===== config.mk =====
export PLATFORM = sky130hd
export DESIGN_NAME = humidity_average_hold_qualifier
export DESIGN_NICKNAME = d
export VERILOG_FILES = /design/src/sv/hahq_pkg.sv /design/src/sv/humidity_average_hold_qualifier.sv /design/src/sv/hahq_lane.sv /design/src/sv/hahq_merge.sv /design/src/sv/hahq_div.sv
export SDC_FILE = /design/constraint.sdc
export NUM_CORES = 1
export LEC_CHECK = 0
export CAP_MARGIN = 20
export CORE_UTILIZATION = 50
export CTS_CLUSTER_SIZE = 25
export DETAILED_ROUTE_END_ITERATION = 7
export DONT_BUFFER_PORTS = 1
export PLACE_DENSITY_LB_ADDON = 0.12
export SETUP_SLACK_MARGIN = 0.2
export SLEW_MARGIN = 10
export SYNTH_ARGS = -nofsm -noshare
export SYNTH_HDL_FRONTEND = slang
export SYNTH_SLANG_ARGS = --single-unit
export TNS_END_PERCENT = 10

===== constraint.sdc =====
create_clock -name clk -period 7.1 [get_ports clk]
set_input_delay 0 -clock clk [delete_from_list [all_inputs] [get_ports clk]]
set_output_delay 0 -clock clk [all_outputs]
set_load 0.02 [all_outputs]

===== src/sv/hahq_pkg.sv =====
`timescale 1ns / 1ps
// Package for the humidity averaging qualifier.
// Holds the item structs, lane result type, register indexes and widths; no dependencies.
package hahq_pkg;

	localparam int ATTEMPTS  = 3;
	localparam int NUM_LANES = (ATTEMPTS < 3) ? ATTEMPTS : 3;

	localparam int SAMPLE_W = 12;
	localparam int HUM_W    = 10;
	localparam int SUM_W    = 12;
	localparam int CNT_W    = 2;
	localparam int OFFS_W   = 9;
	localparam int TIME_W   = 32;
	localparam int LIMIT_W  = 8;
	localparam int CFG_IDX_W = 2;

	localparam logic [HUM_W-1:0]  HUM_MAX       = 10'd1000;
	localparam logic [HUM_W-1:0]  HUM_RESET     = 10'd500;
	localparam logic [TIME_W-1:0] THROTTLE_RESET = 32'd60000;
	localparam logic [LIMIT_W-1:0] LIMIT_RESET  = 8'd5;

	// floor(x / 3) = (x * RECIP3) >> RECIP3_SHIFT, exact for x up to 3000
	localparam int RECIP3_SHIFT = 17;
	localparam logic [16:0] RECIP3 = 17'd43691;

	localparam logic [CFG_IDX_W-1:0] CFG_CALIB_OFFSET = 2'd0;
	localparam logic [CFG_IDX_W-1:0] CFG_ERR_THROTTLE = 2'd1;
	localparam logic [CFG_IDX_W-1:0] CFG_FAIL_LIMIT   = 2'd2;

	typedef struct packed {
		logic [TIME_W-1:0]          now_ms;
		logic signed [SAMPLE_W-1:0] sample_a;
		logic                       sample_a_ok;
		logic signed [SAMPLE_W-1:0] sample_b;
		logic                       sample_b_ok;
		logic signed [SAMPLE_W-1:0] sample_c;
		logic                       sample_c_ok;
	} in_item_t;

	typedef struct packed {
		logic [HUM_W-1:0] humidity;
		logic             humidity_valid;
		logic [CNT_W-1:0] good_count;
		logic             error_raised;
	} out_item_t;

	typedef struct packed {
		logic             good;
		logic [HUM_W-1:0] value;
	} lane_res_t;

endpackage


===== src/sv/humidity_average_hold_qualifier.sv =====
`timescale 1ns / 1ps
// Top level of the humidity averaging qualifier with stale hold and throttled error.
// Depends on hahq_pkg, hahq_lane, hahq_merge and hahq_div.
//
// Usage:
//   Input channel (in_valid / in_stall / in_data) carries one poll cycle per item:
//   a millisecond timestamp and three humidity attempts with present flags.
//   Output channel (out_valid / out_stall / out_data) returns one item per input:
//   the held humidity, its valid flag, the number of attempts used and an error flag.
//   Config channel (cfg_valid / cfg_ready / cfg_index / cfg_wdata) writes the
//   calibration offset (0), error throttle in ms (1) and failure limit (2);
//   cfg_ready is always high, and writes belong in idle periods.
//   An accepted item moves through the qualify, merge, divide and update stages in order;
//   the block holds one item at a time and takes no new item until the last one reaches
//   the output register, since each item updates the held value, bad-cycle counter and
//   error timestamp that the next item reads.
//   A stalled result sits in the output register; the final stage waits for it,
//   and in_stall stays high until the item in flight reaches the output register.
//   Reset: held humidity 50.0 %, bad-cycle counter and last error time zero,
//   offset zero, throttle 60000 ms, failure limit 5; no item in flight.
module humidity_average_hold_qualifier import hahq_pkg::*; (
	input  logic                 clk,
	input  logic                 arst_n,
	input  logic                 in_valid,
	output logic                 in_stall,
	input  in_item_t             in_data,
	output logic                 out_valid,
	input  logic                 out_stall,
	output out_item_t            out_data,
	input  logic                 cfg_valid,
	output logic                 cfg_ready,
	input  logic [CFG_IDX_W-1:0] cfg_index,
	input  logic [31:0]          cfg_wdata
);

	// sequencing flags
	logic busy_q;
	logic v1_q, v2_q, v3_q;
	logic out_valid_q;
	out_item_t out_data_q;

	// configuration registers
	logic signed [OFFS_W-1:0] calib_offset_q;
	logic [TIME_W-1:0]        throttle_q;
	logic [LIMIT_W-1:0]       limit_q;

	// block state
	logic [HUM_W-1:0]   held_q;
	logic [LIMIT_W-1:0] bad_cycles_q;
	logic [TIME_W-1:0]  last_err_q;

	// timestamp of the item in flight
	logic [TIME_W-1:0]  now_q;

	logic accept;
	logic fire;

	logic signed [SAMPLE_W-1:0] lane_sample [NUM_LANES];
	logic                       lane_ok     [NUM_LANES];
	lane_res_t [NUM_LANES-1:0]  lane_res_s1;

	logic [SUM_W-1:0] sum_s2;
	logic [CNT_W-1:0] cnt_s2;
	logic [HUM_W-1:0] quo_s3;
	logic [CNT_W-1:0] cnt_s3;

	logic signed [SAMPLE_W-1:0] adj;
	logic [HUM_W-1:0]           clamped;
	logic [LIMIT_W-1:0]         bad_next;
	logic [TIME_W-1:0]          elapsed;
	logic                       err_d;
	logic                       good_d;

	assign accept    = in_valid && !busy_q;
	assign in_stall  = busy_q;
	assign cfg_ready = 1'b1;
	assign fire      = v3_q && (!out_valid_q || !out_stall);
	assign out_valid = out_valid_q;
	assign out_data  = out_data_q;

	// route the attempt fields onto the lanes in order
	always_comb begin
		logic signed [SAMPLE_W-1:0] s [3];
		logic                       k [3];
		s[0] = in_data.sample_a;  k[0] = in_data.sample_a_ok;
		s[1] = in_data.sample_b;  k[1] = in_data.sample_b_ok;
		s[2] = in_data.sample_c;  k[2] = in_data.sample_c_ok;
		for (int i = 0; i < NUM_LANES; i++) begin
			lane_sample[i] = s[i];
			lane_ok[i]     = k[i];
		end
	end

	genvar g;
	generate
		for (g = 0; g < NUM_LANES; g++) begin : g_lane
			hahq_lane u_lane (
				.clk       (clk),
				.en        (accept),
				.sample    (lane_sample[g]),
				.sample_ok (lane_ok[g]),
				.res_s1    (lane_res_s1[g])
			);
		end
	endgenerate

	hahq_merge u_merge (
		.clk    (clk),
		.en     (v1_q),
		.lanes  (lane_res_s1),
		.sum_s2 (sum_s2),
		.cnt_s2 (cnt_s2)
	);

	hahq_div u_div (
		.clk    (clk),
		.en     (v2_q),
		.sum    (sum_s2),
		.cnt    (cnt_s2),
		.quo_s3 (quo_s3),
		.cnt_s3 (cnt_s3)
	);

	// Final stage: apply offset and clamp on a good cycle, else advance the
	// bad-cycle counter and check the throttle window with wrapping time.
	always_comb begin
		good_d  = (cnt_s3 != '0);
		adj     = $signed({2'b00, quo_s3}) + SAMPLE_W'(calib_offset_q);
		if (adj < 0) begin
			clamped = '0;
		end else if (adj > $signed({2'b00, HUM_MAX})) begin
			clamped = HUM_MAX;
		end else begin
			clamped = adj[HUM_W-1:0];
		end
		bad_next = (bad_cycles_q == '1) ? bad_cycles_q : bad_cycles_q + LIMIT_W'(1);
		elapsed  = now_q - last_err_q;
		err_d    = !good_d && (bad_next >= limit_q) && (elapsed > throttle_q);
	end

	// hold the timestamp of the item in flight
	always_ff @(posedge clk) begin
		if (accept) begin
			now_q <= in_data.now_ms;
		end
	end

	// result payload
	always_ff @(posedge clk) begin
		if (fire) begin
			out_data_q.humidity       <= good_d ? clamped : held_q;
			out_data_q.humidity_valid <= good_d;
			out_data_q.good_count     <= cnt_s3;
			out_data_q.error_raised   <= err_d;
		end
	end

	// sequencing: one item moves through the four stages at a time
	always_ff @(posedge clk or negedge arst_n) begin
		if (!arst_n) begin
			busy_q      <= 1'b0;
			v1_q        <= 1'b0;
			v2_q        <= 1'b0;
			v3_q        <= 1'b0;
			out_valid_q <= 1'b0;
		end else begin
			v1_q <= accept;
			v2_q <= v1_q;
			if (v2_q) begin
				v3_q <= 1'b1;
			end else if (fire) begin
				v3_q <= 1'b0;
			end
			if (accept) begin
				busy_q <= 1'b1;
			end else if (fire) begin
				busy_q <= 1'b0;
			end
			if (fire) begin
				out_valid_q <= 1'b1;
			end else if (!out_stall) begin
				out_valid_q <= 1'b0;
			end
		end
	end

	// held value, bad-cycle counter and error timestamp
	always_ff @(posedge clk or negedge arst_n) begin
		if (!arst_n) begin
			held_q       <= HUM_RESET;
			bad_cycles_q <= '0;
			last_err_q   <= '0;
		end else if (fire) begin
			if (good_d) begin
				held_q       <= clamped;
				bad_cycles_q <= '0;
			end else begin
				bad_cycles_q <= bad_next;
				if (err_d) begin
					last_err_q <= now_q;
				end
			end
		end
	end

	// configuration writes; unknown indexes are dropped
	always_ff @(posedge clk or negedge arst_n) begin
		if (!arst_n) begin
			calib_offset_q <= '0;
			throttle_q     <= THROTTLE_RESET;
			limit_q        <= LIMIT_RESET;
		end else if (cfg_valid && cfg_ready) begin
			case (cfg_index)
				CFG_CALIB_OFFSET: calib_offset_q <= cfg_wdata[OFFS_W-1:0];
				CFG_ERR_THROTTLE: throttle_q     <= cfg_wdata[TIME_W-1:0];
				CFG_FAIL_LIMIT:   limit_q        <= cfg_wdata[LIMIT_W-1:0];
				default: ;
			endcase
		end
	end

endmodule


===== src/sv/hahq_lane.sv =====
`timescale 1ns / 1ps
// One qualifying lane: checks a single humidity attempt and registers the verdict.
// Depends on hahq_pkg.
module hahq_lane import hahq_pkg::*; (
	input  logic                       clk,
	input  logic                       en,
	input  logic signed [SAMPLE_W-1:0] sample,
	input  logic                       sample_ok,
	output lane_res_t                  res_s1
);

	logic in_range;

	assign in_range = (sample >= 0) && (sample <= $signed({2'b00, HUM_MAX}));

	always_ff @(posedge clk) begin
		if (en) begin
			res_s1.good  <= sample_ok && in_range;
			res_s1.value <= sample[HUM_W-1:0];
		end
	end

endmodule


===== src/sv/hahq_merge.sv =====
`timescale 1ns / 1ps
// Merge stage: adds up the good lanes and counts them.
// Depends on hahq_pkg.
module hahq_merge import hahq_pkg::*; (
	input  logic                        clk,
	input  logic                        en,
	input  lane_res_t [NUM_LANES-1:0]   lanes,
	output logic [SUM_W-1:0]            sum_s2,
	output logic [CNT_W-1:0]            cnt_s2
);

	logic [SUM_W-1:0] sum_d;
	logic [CNT_W-1:0] cnt_d;

	always_comb begin
		sum_d = '0;
		cnt_d = '0;
		for (int i = 0; i < NUM_LANES; i++) begin
			if (lanes[i].good) begin
				sum_d = sum_d + SUM_W'(lanes[i].value);
				cnt_d = cnt_d + CNT_W'(1);
			end
		end
	end

	always_ff @(posedge clk) begin
		if (en) begin
			sum_s2 <= sum_d;
			cnt_s2 <= cnt_d;
		end
	end

endmodule


===== src/sv/hahq_div.sv =====
`timescale 1ns / 1ps
// Small divider: truncating quotient of the lane sum by a count of one to three; a count of zero gives zero.
// Depends on hahq_pkg.
module hahq_div import hahq_pkg::*; (
	input  logic             clk,
	input  logic             en,
	input  logic [SUM_W-1:0] sum,
	input  logic [CNT_W-1:0] cnt,
	output logic [HUM_W-1:0] quo_s3,
	output logic [CNT_W-1:0] cnt_s3
);

	logic [SUM_W+17-1:0] prod;
	logic [SUM_W-1:0]    quo_d;

	assign prod = (SUM_W+17)'(sum) * (SUM_W+17)'(RECIP3);

	always_comb begin
		case (cnt)
			2'd1:    quo_d = sum;
			2'd2:    quo_d = sum >> 1;
			2'd3:    quo_d = prod[RECIP3_SHIFT +: SUM_W];
			default: quo_d = '0;
		endcase
	end

	always_ff @(posedge clk) begin
		if (en) begin
			quo_s3 <= quo_d[HUM_W-1:0];
			cnt_s3 <= cnt;
		end
	end

endmodule

==> impl_metrics.py, run 1 <==
metrics = {
    "status": {
        "status": "finished, final reports clean",
    },
    "sta": {
        "finalHoldViolCount": 0,
        "final_min_period_over_clock_period": 0.768,
        "worst_pin_slew_ns": 0.930,
        "rsz0062_at_grt": "no",
        "drv_slew": 0,
        "finalCriticalPeriod_ns": 5.45,
        "report.final.setup_viol": 0,
        "fmax_mhz": 184,
        "fin_setup_tns_ns": 0,
        "fin_worst_skew_ns": 0.0124,
        "slew_headroom": 0.380,
    },
    "critical_path": {
        "critPathMaxFanout": 5,
        "r2r_setup_slack_ns": 1.65,
        "arrival_ns": 5.71,
        "critPathTopFamily": "adder cells",
        "crit_start": "u_merge.sum_s2[6]$_DFFE_PP_",
        "r2r-start": "u_merge.sum_s2[6]$_DFFE_PP_",
        "worstSetupStartpointType": "flip-flop",
        "path_buf_inv": 4,
        "max_stage_delay_ns": 0.58,
        "critical_path.endpoint_type": "flip-flop",
        "required_ns": 7.36,
        "worstPathCellList": "ha_1 -> inv_1 -> fa_1 -> fa_1 -> inv_1 -> fa_1 -> inv_1 -> fa_1 -> inv_1 -> ha_1 -> a21oi_1 -> o21ai_0 -> a311oi_1 -> a21oi_1 -> o21a_1 -> o41ai_1 -> xnor2_1 -> o21ai_1",
        "crit_type": "reg -> reg",
        "cp_slowest_cell": "fa_1",
    },
    "drt": {
        "avgRoutedWirePerCell_um": 16.8,
        "vias": 9668,
        "drt-vias-per-instance": 5.33,
        "drt-total-wl_um": 30500,
        "drtIter0Drc": 468,
        "firstDrtPassIters": 6,
        "drc": 0,
        "ant_nets": 0,
    },
    "global_routing": {
        "grt_max_degree": 105,
        "grt_pass1_vias": 9972,
        "antenna_found_initial": 2,
        "grt_overflow": 0,
        "grt_pass1_wl_um": 49900,
        "grt_usage": 0.216,
    },
    "clock_network": {
        "post_cts_buffers": 0,
        "clk_pin_slew_worst_paths_ns": 0.06,
        "clock_latency_ns": 0.53,
        "clock-sinks": 209,
        "cts_root_buf": "clkbuf_16",
        "cts.path.max_buffers": 3,
        "numCtsBuffers": 24,
        "cts_tree": "yes",
        "htreeDepth": 1,
    },
    "die": {
        "die_area_um2": 29300,
        "core_um2": 28000,
        "rows": 61,
        "die_w_um": 171,
        "start_util": 0.511,
        "ios": 127,
        "die_y_um": 171,
    },
    "synthesis": {
        "syn_inst": 1303,
        "ys.flop_type": "edfxtp_1",
        "avgSynthCellArea_um2": 11.0,
        "synthesis.area_um2": 14300,
        "synth_area_leader_cell": "edfxtp_1",
        "synthMostInstantiatedCell": "inv_1",
        "synth.area.top_cells": "edfxtp_1 (22%), dfrtp_1 (16%), ha_1 (15%)",
        "yosys_register_bits": 209,
        "ys.warnings.count": 0,
        "syn-num-nets": 1638,
        "synth_top_area_frac": 0.220,
        "ys_seq_area_frac": 0.403,
        "synth_common_cells": "inv_1 (187), ha_1 (176), edfxtp_1 (105)",
        "synthDistinctLibCells": 69,
        "synth_edf_count": 105,
        "async_reset_ff_frac": 0.498,
    },
    "hold_path": {
        "min_from": "cfg_valid",
        "hold_path_class": "in -> reg",
    },
    "final_layout": {
        "syn_to_final_growth_pct": 15.9,
        "antenna_cells": 0,
        "n_fill_cell": 2406,
        "drive_above_1_share": 0.116,
        "finalNetCount": 1752,
    },
    "place": {
        "hpwl_um": 22100,
        "gp_congestion": 0.843,
        "port-buffer-count": 0,
    },
    "job": {
        "drv_cap": 0,
    },
}
sequential cells by signal (all words and copies together), names as in the netlist, 10 cells and up:
signal,count
g_lane.u_lane.res_s1,33
last_err_q,32
now_q,32
held_q,10
throttle_q,32
u_div.quo_s3,10
u_merge.sum_s2,12
out_data,14
worst reg2reg max path, delay by kind of cell, from the launching register on:
kind	cells	cell delay [ns]
AO/OA/AOI/OAI	7	1.50
buffers and inverters	4	0.27
XOR/XNOR	1	0.16
flip-flops	1	0.52
adder cells (fa/ha/maj)	6	2.74
metrics by stage:
stage               instances  area [um^2]  hold slack (ns)  setup WS, ns   util
global placement         1663        14700           -0.291          1.66  0.526
finish                   1813        16600           0.0177          1.65  0.592
global route             1813        16600           0.0299          1.18  0.592
CTS                      1813        16600          0.00404          1.61  0.592
detailed placement       1663        14700           -0.291          1.63  0.526
floorplan                1303        14300           -0.296          2.10      -
placed cells by master (no fill, tap or decap), types with 13 or more instances in the layout:
master         instances
xnor2_1               38
o21ai_0               49
mux2_2                96
edfxtp_1             105
nand2_1               74
nor2_1                51
nor2b_1               13
fa_1                  49
inv_1                187
dlygate4sd3_1        105
ha_1                 176
dfrtp_1               89
a21o_1                33
xor2_1                27
clkbuf_16             24
nand3_1               19
dfstp_2               15
a21oi_1               78
cell families (layout without fill, tap and decap cells):
group,after synthesis,after routing,synth area share
simple gates,229,229,0.0787
xor+xnor,67,67,0.0420
compound gates,263,263,0.120
fa+ha+maj,225,225,0.222
buf+inv,210,342,0.0556
other cells,1,1,0.000262
mux,99,99,0.0776
flops,209,209,0.403
final timing paths:
check / to / cells past startpoint
max: u_div.quo_s3[9]$_DFFE_PP_ / 18
min: limit_q[1]$_DFFE_PN0P_ / 2
max reg2reg: u_div.quo_s3[9]$_DFFE_PP_ / 18
min reg2reg: out_data[1]$_DFFE_PP_ / 0
max in group asynchronous: out_valid$_DFFE_PN0P_ / 2
min in group asynchronous: last_err_q[16]$_DFFE_PN0P_ / 2
metal layers:
metal / up-vias / track usage / wire (um)
met2: 155 / 0.375 / 14500
li1: 4819 / - / -
met4: 4 / 0.0551 / 720
met5: - / 0 / 27
met3: 49 / 0.0318 / 1050
met1: 4641 / 0.283 / 14200
repair_timing:
item / 4_1_cts / 5_1_grt
hold buffers: 106 / 0
endpoints found under the hold margin: 220 / 0
resized for setup: 0 / 0
area by class of cell:
class,instances,area [um^2],area share
multi-input combinational,884,7760,0.468
inverter,187,702,0.0423
clock buffer,35,652,0.0393
sequential,209,5770,0.348
clock inverter,9,113,0.00679
timing repair buffer,111,1120,0.0673
tap,378,473,0.0285
Power of run 1 is left out: the tool's default activity adds up to more than one toggle a clock period on the data nets, which glitch-free logic cannot reach.
==> inputs of run 2 (changes only) <==
==> constraint.sdc (replaced) <==
create_clock -name clk -period 4.5 [get_ports clk]
set_input_delay 0 -clock clk [delete_from_list [all_inputs] [get_ports clk]]
set_output_delay 0 -clock clk [all_outputs]
set_load 0.02 [all_outputs]
==> impl_metrics.py, run 2 (synthesis gave the netlist of run 1 again) <==
metrics = {
    "drt": {
        "drt-vias-per-instance": 5.30,
        "drtIter0Drc": 509,
        "drc": 0,
        "firstDrtPassIters": 5,
        "ant_nets": 0,
        "avgRoutedWirePerCell_um": 16.8,
        "vias": 10200,
        "drt-total-wl_um": 32500,
    },
    "sta": {
        "rsz0062_at_grt": "yes",
        "slew_headroom": 0.527,
        "report.final.setup_viol": 42,
        "timing.final.ws_setup_ns": -0.382,
        "drv_slew": 0,
        "fin_worst_skew_ns": 0.0185,
        "final_min_period_over_clock_period": 1.08,
        "fmax_mhz": 205,
        "finalHoldViolCount": 0,
        "worst_pin_slew_ns": 0.710,
        "finalCriticalPeriod_ns": 4.88,
    },
    "place": {
        "pre_cts_ws_ns": -0.531,
        "postPlaceCellArea_um2": 15500,
        "place_inst": 1754,
        "port-buffer-count": 0,
        "gp_congestion": 0.865,
        "hpwl_um": 22900,
    },
    "global_routing": {
        "antenna_found_initial": 2,
        "grt_max_degree": 105,
        "grt_usage": 0.229,
        "grt_overflow": 0,
        "grt_pass1_vias": 10800,
        "grt_pass1_wl_um": 52900,
    },
    "final_layout": {
        "n_fill_cell": 2225,
        "final_cell_mix": "inv_1 (181), ha_1 (169), dlygate4sd3_1 (109)",
        "finalNetCount": 1867,
        "instances_no_fill": 1931,
        "top_register": "g_lane.u_lane.res_s1",
        "drive_above_1_share": 0.217,
        "seq_area_um2": 5770,
        "largest_reg_flops": 33,
        "mostFrequentLayoutCell": "inv_1",
        "final_cell_area_um2": 18000,
        "final_util": 0.643,
        "syn_to_final_growth_pct": 25.9,
        "multi_input_area_um2": 8090,
    },
    "hold_path": {
        "hold_path_class": "in -> async",
    },
    "critical_path": {
        "crit_start": "u_merge.sum_s2[6]$_DFFE_PP_",
        "arrival_ns": 5.15,
        "critical_path.endpoint_type": "flip-flop",
        "r2r_setup_slack_ns": -0.38,
        "crit_type": "reg -> reg",
        "worstPathCellList": "ha_4 -> inv_2 -> fa_2 -> inv_4 -> fa_2 -> fa_1 -> inv_1 -> fa_1 -> inv_1 -> ha_1 -> a21oi_1 -> o21ai_2 -> a311oi_2 -> a21oi_2 -> o21a_1 -> o41ai_2 -> xnor2_1 -> o21ai_1",
        "r2r-start": "u_merge.sum_s2[6]$_DFFE_PP_",
        "max_stage_delay_ns": 0.55,
        "r2r-end": "u_div.quo_s3[9]$_DFFE_PP_",
        "cp_slowest_cell": "fa_1",
        "required_ns": 4.77,
        "worstSetupStartpointType": "flip-flop",
        "critPathMaxFanout": 3,
        "r2r_cells": 18,
        "crit_end": "u_div.quo_s3[9]$_DFFE_PP_",
    },
    "die": {
        "die_y_um": 171,
        "rows": 61,
        "die_w_um": 171,
        "die_area_um2": 29300,
        "ios": 127,
        "start_util": 0.511,
        "core_um2": 28000,
    },
    "clock_network": {
        "numCtsBuffers": 25,
        "clock-sinks": 209,
        "clock_latency_ns": 0.54,
        "cts_root_buf": "clkbuf_16",
        "clk_pin_slew_worst_paths_ns": 0.06,
        "cts_tree": "yes",
        "htreeDepth": 1,
        "cts.path.max_buffers": 3,
    },
    "status": {
        "violations": "setup timing",
        "status": "complete, but fails checks",
    },
    "job": {
        "drv_cap": 0,
    },
}
-- run 2: cell types whose count changed in the layout (fill, tap and decap cells not counted), moves of 4 or more --
cell,change
ha_4,+5
buf_4,+103
inv_1,-6
a21oi_2,+9
clkbuf_1,-6
ha_1,-7
inv_2,+5
a21oi_1,-9
dlygate4sd3_1,+4
mux2_2,-17
o21ai_2,+4
mux2_4,+17
bufinv_16,+4
o21ai_0,-7
-- run 2: how the worst min path moves through the flow --
stage	startpoint	endpoint	slack [ns]	cells after the start
2_1_floorplan	arst_n	bad_cycles_q[0]$_DFFE_PN0P_	-0.30	0
3_3_place_gp	arst_n	throttle_q[19]$_DFFE_PN0P_	-0.29	0
4_1_cts	cfg_valid	limit_q[1]$_DFFE_PN0P_	0.02	2
5_1_grt	arst_n	throttle_q[17]$_DFFE_PN0P_	0.07	2
6_report	arst_n	throttle_q[18]$_DFFE_PN0P_	0.04	2
3_5_place_dp	arst_n	throttle_q[19]$_DFFE_PN0P_	-0.29	0
-- run 2: through the flow --
| step | hold slack, ns | setup TNS (ns) |
|---|---|---|
| after detailed placement | -0.292 | -17.91 |
| after CTS | 0.0195 | -4.85 |
| after global placement | -0.292 | -18.10 |
| after global routing | 0.0675 | -16.32 |
| after floorplan | -0.296 | -2.49 |
| final | 0.0374 | -4.83 |
-- run 2: layer usage --
layer / vias up / track usage / share of wire
met1: 5008 / 0.280 / 0.44
li1: 5040 / - / -
met5: - / 0 / 0
met4: 0 / 0.0598 / 0.023
met2: 150 / 0.423 / 0.51
met3: 43 / 0.0272 / 0.029
-- run 2: final cells by class --
type / count / area share
multi-input cells: 884 / 0.449
flip-flops and latches: 209 / 0.320
repair buffers: 225 / 0.114
inverters: 187 / 0.0391
clock buffers: 32 / 0.0378
well taps: 378 / 0.0262
clock inverters: 14 / 0.0131
diodes: 2 / 0.000278
-- run 2: worst max-delay path: cells and delay by family (launching register included) --
family	cells	cell delay, ns
xor gates and xnor gates	1	0.17
AOI/OAI and AO/OA	7	1.20
adders and majority gates	6	2.63
DFF	1	0.43
buffers and inverters	4	0.19
-- run 2: timing repair --
action	CTS	global route
cloned	2	1
pin swaps	18	17
gates resized for setup	48	25
buffers inserted	12	4
endpoints found under the hold margin	234	0
endpoints found under the setup margin	43	45
hold buffers	110	0
Power of run 2 is left out for the same reason.
==> inputs of run 3 (changes only) <==
--- a/config.mk
+++ b/config.mk
@@ -15,5 +15,6 @@
 export SLEW_MARGIN = 10
 export SYNTH_ARGS = -nofsm -noshare
 export SYNTH_HDL_FRONTEND = slang
+export SYNTH_HIERARCHICAL = 1
 export SYNTH_SLANG_ARGS = --single-unit
 export TNS_END_PERCENT = 10
==> impl_metrics.py, run 3 <==
metrics = {
    "synthesis": {
        "synth_edf_count": 105,
        "synthesis.area_um2": 15100,
        "synthDistinctLibCells": 95,
        "synthAdderAreaFrac": 0.212,
        "ys.warnings.count": 6,
        "synth_top_family_by_area": "adder cells",
        "synth_common_cells": "inv_1 (186), ha_1 (175), edfxtp_1 (105)",
        "ys_seq_area_frac": 0.383,
        "async_reset_ff_frac": 0.498,
        "syn_inst": 1385,
        "synth_top_area_frac": 0.209,
        "yosys_register_bits": 209,
        "synth.area.top_cells": "edfxtp_1 (21%), dfrtp_1 (15%), ha_1 (15%)",
        "synth_area_leader_cell": "edfxtp_1",
        "syn-num-nets": 1719,
        "ys.flop_type": "edfxtp_1",
        "synth_xor_area_frac": 0.0418,
        "synthMuxAreaShare": 0.0753,
        "avgSynthCellArea_um2": 10.9,
        "synth_compound_area_frac": 0.142,
        "synthSimpleGateAreaFrac": 0.0890,
        "synthMostInstantiatedCell": "inv_1",
    },
    "clock_network": {
        "numCtsBuffers": 25,
        "cts_root_buf": "clkbuf_16",
        "cts.path.max_buffers": 3,
        "clock-sinks": 209,
        "htreeDepth": 1,
        "clock_latency_ns": 0.54,
        "clk_pin_slew_worst_paths_ns": 0.07,
        "cts_tree": "yes",
    },
    "drt": {
        "ant_nets": 0,
        "drt-vias-per-instance": 5.42,
        "vias": 10700,
        "drt-total-wl_um": 33700,
        "drtIter0Drc": 492,
        "firstDrtPassIters": 7,
        "drc": 0,
        "avgRoutedWirePerCell_um": 17.0,
    },
    "global_routing": {
        "grt_pass1_wl_um": 55900,
        "grt_usage": 0.227,
        "grt_max_degree": 105,
        "grt_overflow": 0,
        "antenna_found_initial": 2,
        "grt_pass1_vias": 11200,
    },
    "place": {
        "hpwl_um": 25000,
        "gp_congestion": 0.880,
        "place_inst": 1815,
        "pre_cts_ws_ns": -0.241,
        "port-buffer-count": 0,
    },
    "hold_path": {
        "holdPathStages": 2,
        "hold_path_class": "in -> reg",
        "hold_end": "limit_q[5]$_DFFE_PN0P_",
        "min_from": "cfg_valid",
    },
    "critical_path": {
        "worstSetupStartpointType": "flip-flop",
        "required_ns": 4.79,
        "critPathMaxFanout": 3,
        "critPathTopFamily": "adder cells",
        "cp_slowest_cell": "fa_2",
        "r2r_setup_slack_ns": -0.09,
        "max_stage_delay_ns": 0.52,
        "path_buf_inv": 4,
        "arrival_ns": 4.88,
        "crit_type": "reg -> reg",
        "path_depth": 17,
        "r2r-start": "u_merge/sum_s2[8]$_DFFE_PP_",
        "r2r-end": "u_div/quo_s3[2]$_DFFE_PP_",
        "r2r_cells": 17,
        "critical_path.endpoint_type": "flip-flop",
        "worstPathCellList": "ha_4 -> inv_2 -> fa_2 -> inv_2 -> fa_1 -> inv_1 -> fa_1 -> fa_1 -> inv_2 -> ha_4 -> nand4_4 -> a211oi_4 -> o21ai_2 -> a32oi_2 -> xor2_1 -> mux2_4 -> a22o_1",
    },
    "sta": {
        "finalCriticalPeriod_ns": 4.59,
        "finalHoldViolCount": 0,
        "worst_pin_slew_ns": 0.949,
        "timing.final.ws_setup_ns": -0.0894,
        "report.final.setup_viol": 37,
        "rsz0062_at_grt": "yes",
        "hold_ws_ns": 0.0434,
        "fin_worst_skew_ns": 0.0227,
        "final_min_period_over_clock_period": 1.02,
        "drv_slew": 0,
        "fmax_mhz": 218,
        "slew_headroom": 0.367,
    },
    "die": {
        "die_area_um2": 30800,
        "rows": 63,
        "die_w_um": 176,
        "start_util": 0.508,
        "die_y_um": 176,
        "core_um2": 29600,
        "ios": 127,
    },
    "final_layout": {
        "top_register": "g_lane.u_lane/res_s1",
        "drive_above_1_share": 0.182,
        "finalNetCount": 1899,
        "final_util": 0.612,
        "largest_reg_flops": 33,
        "mostFrequentLayoutCell": "inv_1",
        "instances_no_fill": 1975,
        "syn_to_final_growth_pct": 20.5,
        "final_cell_mix": "inv_1 (181), ha_1 (162), dlygate4sd3_1 (109)",
    },
    "status": {
        "status": "complete, but fails checks",
        "violations": "setup timing",
    },
    "job": {
        "drv_cap": 0,
    },
}
[run 3: per-stage QoR]
step	setup TNS, ns	area [um^2]
2_1_floorplan	-0.127	15200
5_1_grt	-11.83	18100
6_report	-1.11	18100
3_3_place_gp	-6.69	16100
4_1_cts	-1.04	18100
3_5_place_dp	-7.60	16100
[run 3: kinds of logic after synthesis]
family                     Yosys count
DFF                                209
AOI/OAI and AO/OA                  308
xor gates and xnor gates            71
muxes                               91
adders and majority gates          226
buffers and inverters              212
other                                1
and+or+nand+nor                    267
[run 3: per-layer routing]
metal	GRT usage	up-vias	routed length (um)
met5	0	-	0
met3	0.0357	42	1450
li1	-	5303	-
met2	0.395	225	16400
met1	0.291	5131	15200
met4	0.0620	0	700
[run 3: area by class of cell]
| class | instances | area (um^2) |
|---|---|---|
| inverter | 187 | 702 |
| tap | 390 | 488 |
| clock buffer | 33 | 708 |
| fill | 2465 | 11500 |
| antenna | 2 | 5.00 |
| multi-input combinational | 964 | 8680 |
| timing repair buffer | 178 | 1670 |
| clock inverter | 12 | 121 |
| sequential | 209 | 5770 |
[run 3: worst max-delay path by stage]
stage                                                 from                        end  slack (ns)
after global placement                  now_q[0]$_DFFE_PP_  last_err_q[0]$_DFFE_PN0P_       -0.23
after CTS                 u_merge/sum_s2[11]$_SDFFCE_PN0P_  u_div/quo_s3[2]$_DFFE_PP_        -0.1
after floorplan                u_merge/sum_s2[8]$_DFFE_PP_  u_div/quo_s3[2]$_DFFE_PP_       -0.09
final                          u_merge/sum_s2[8]$_DFFE_PP_  u_div/quo_s3[2]$_DFFE_PP_       -0.09
after global routing                    now_q[0]$_DFFE_PP_  last_err_q[0]$_DFFE_PN0P_       -0.33
after detailed placement                now_q[0]$_DFFE_PP_  last_err_q[0]$_DFFE_PN0P_       -0.24
[run 3: what timing repair did]
action,in CTS,in global routing
hold endpoints to repair,220,0
hold buffers,110,0
buffers inserted,3,0
gates resized for setup,15,5
pin swaps,9,5
endpoints found under the setup margin,42,43
Power of run 3 is left out for the same reason.
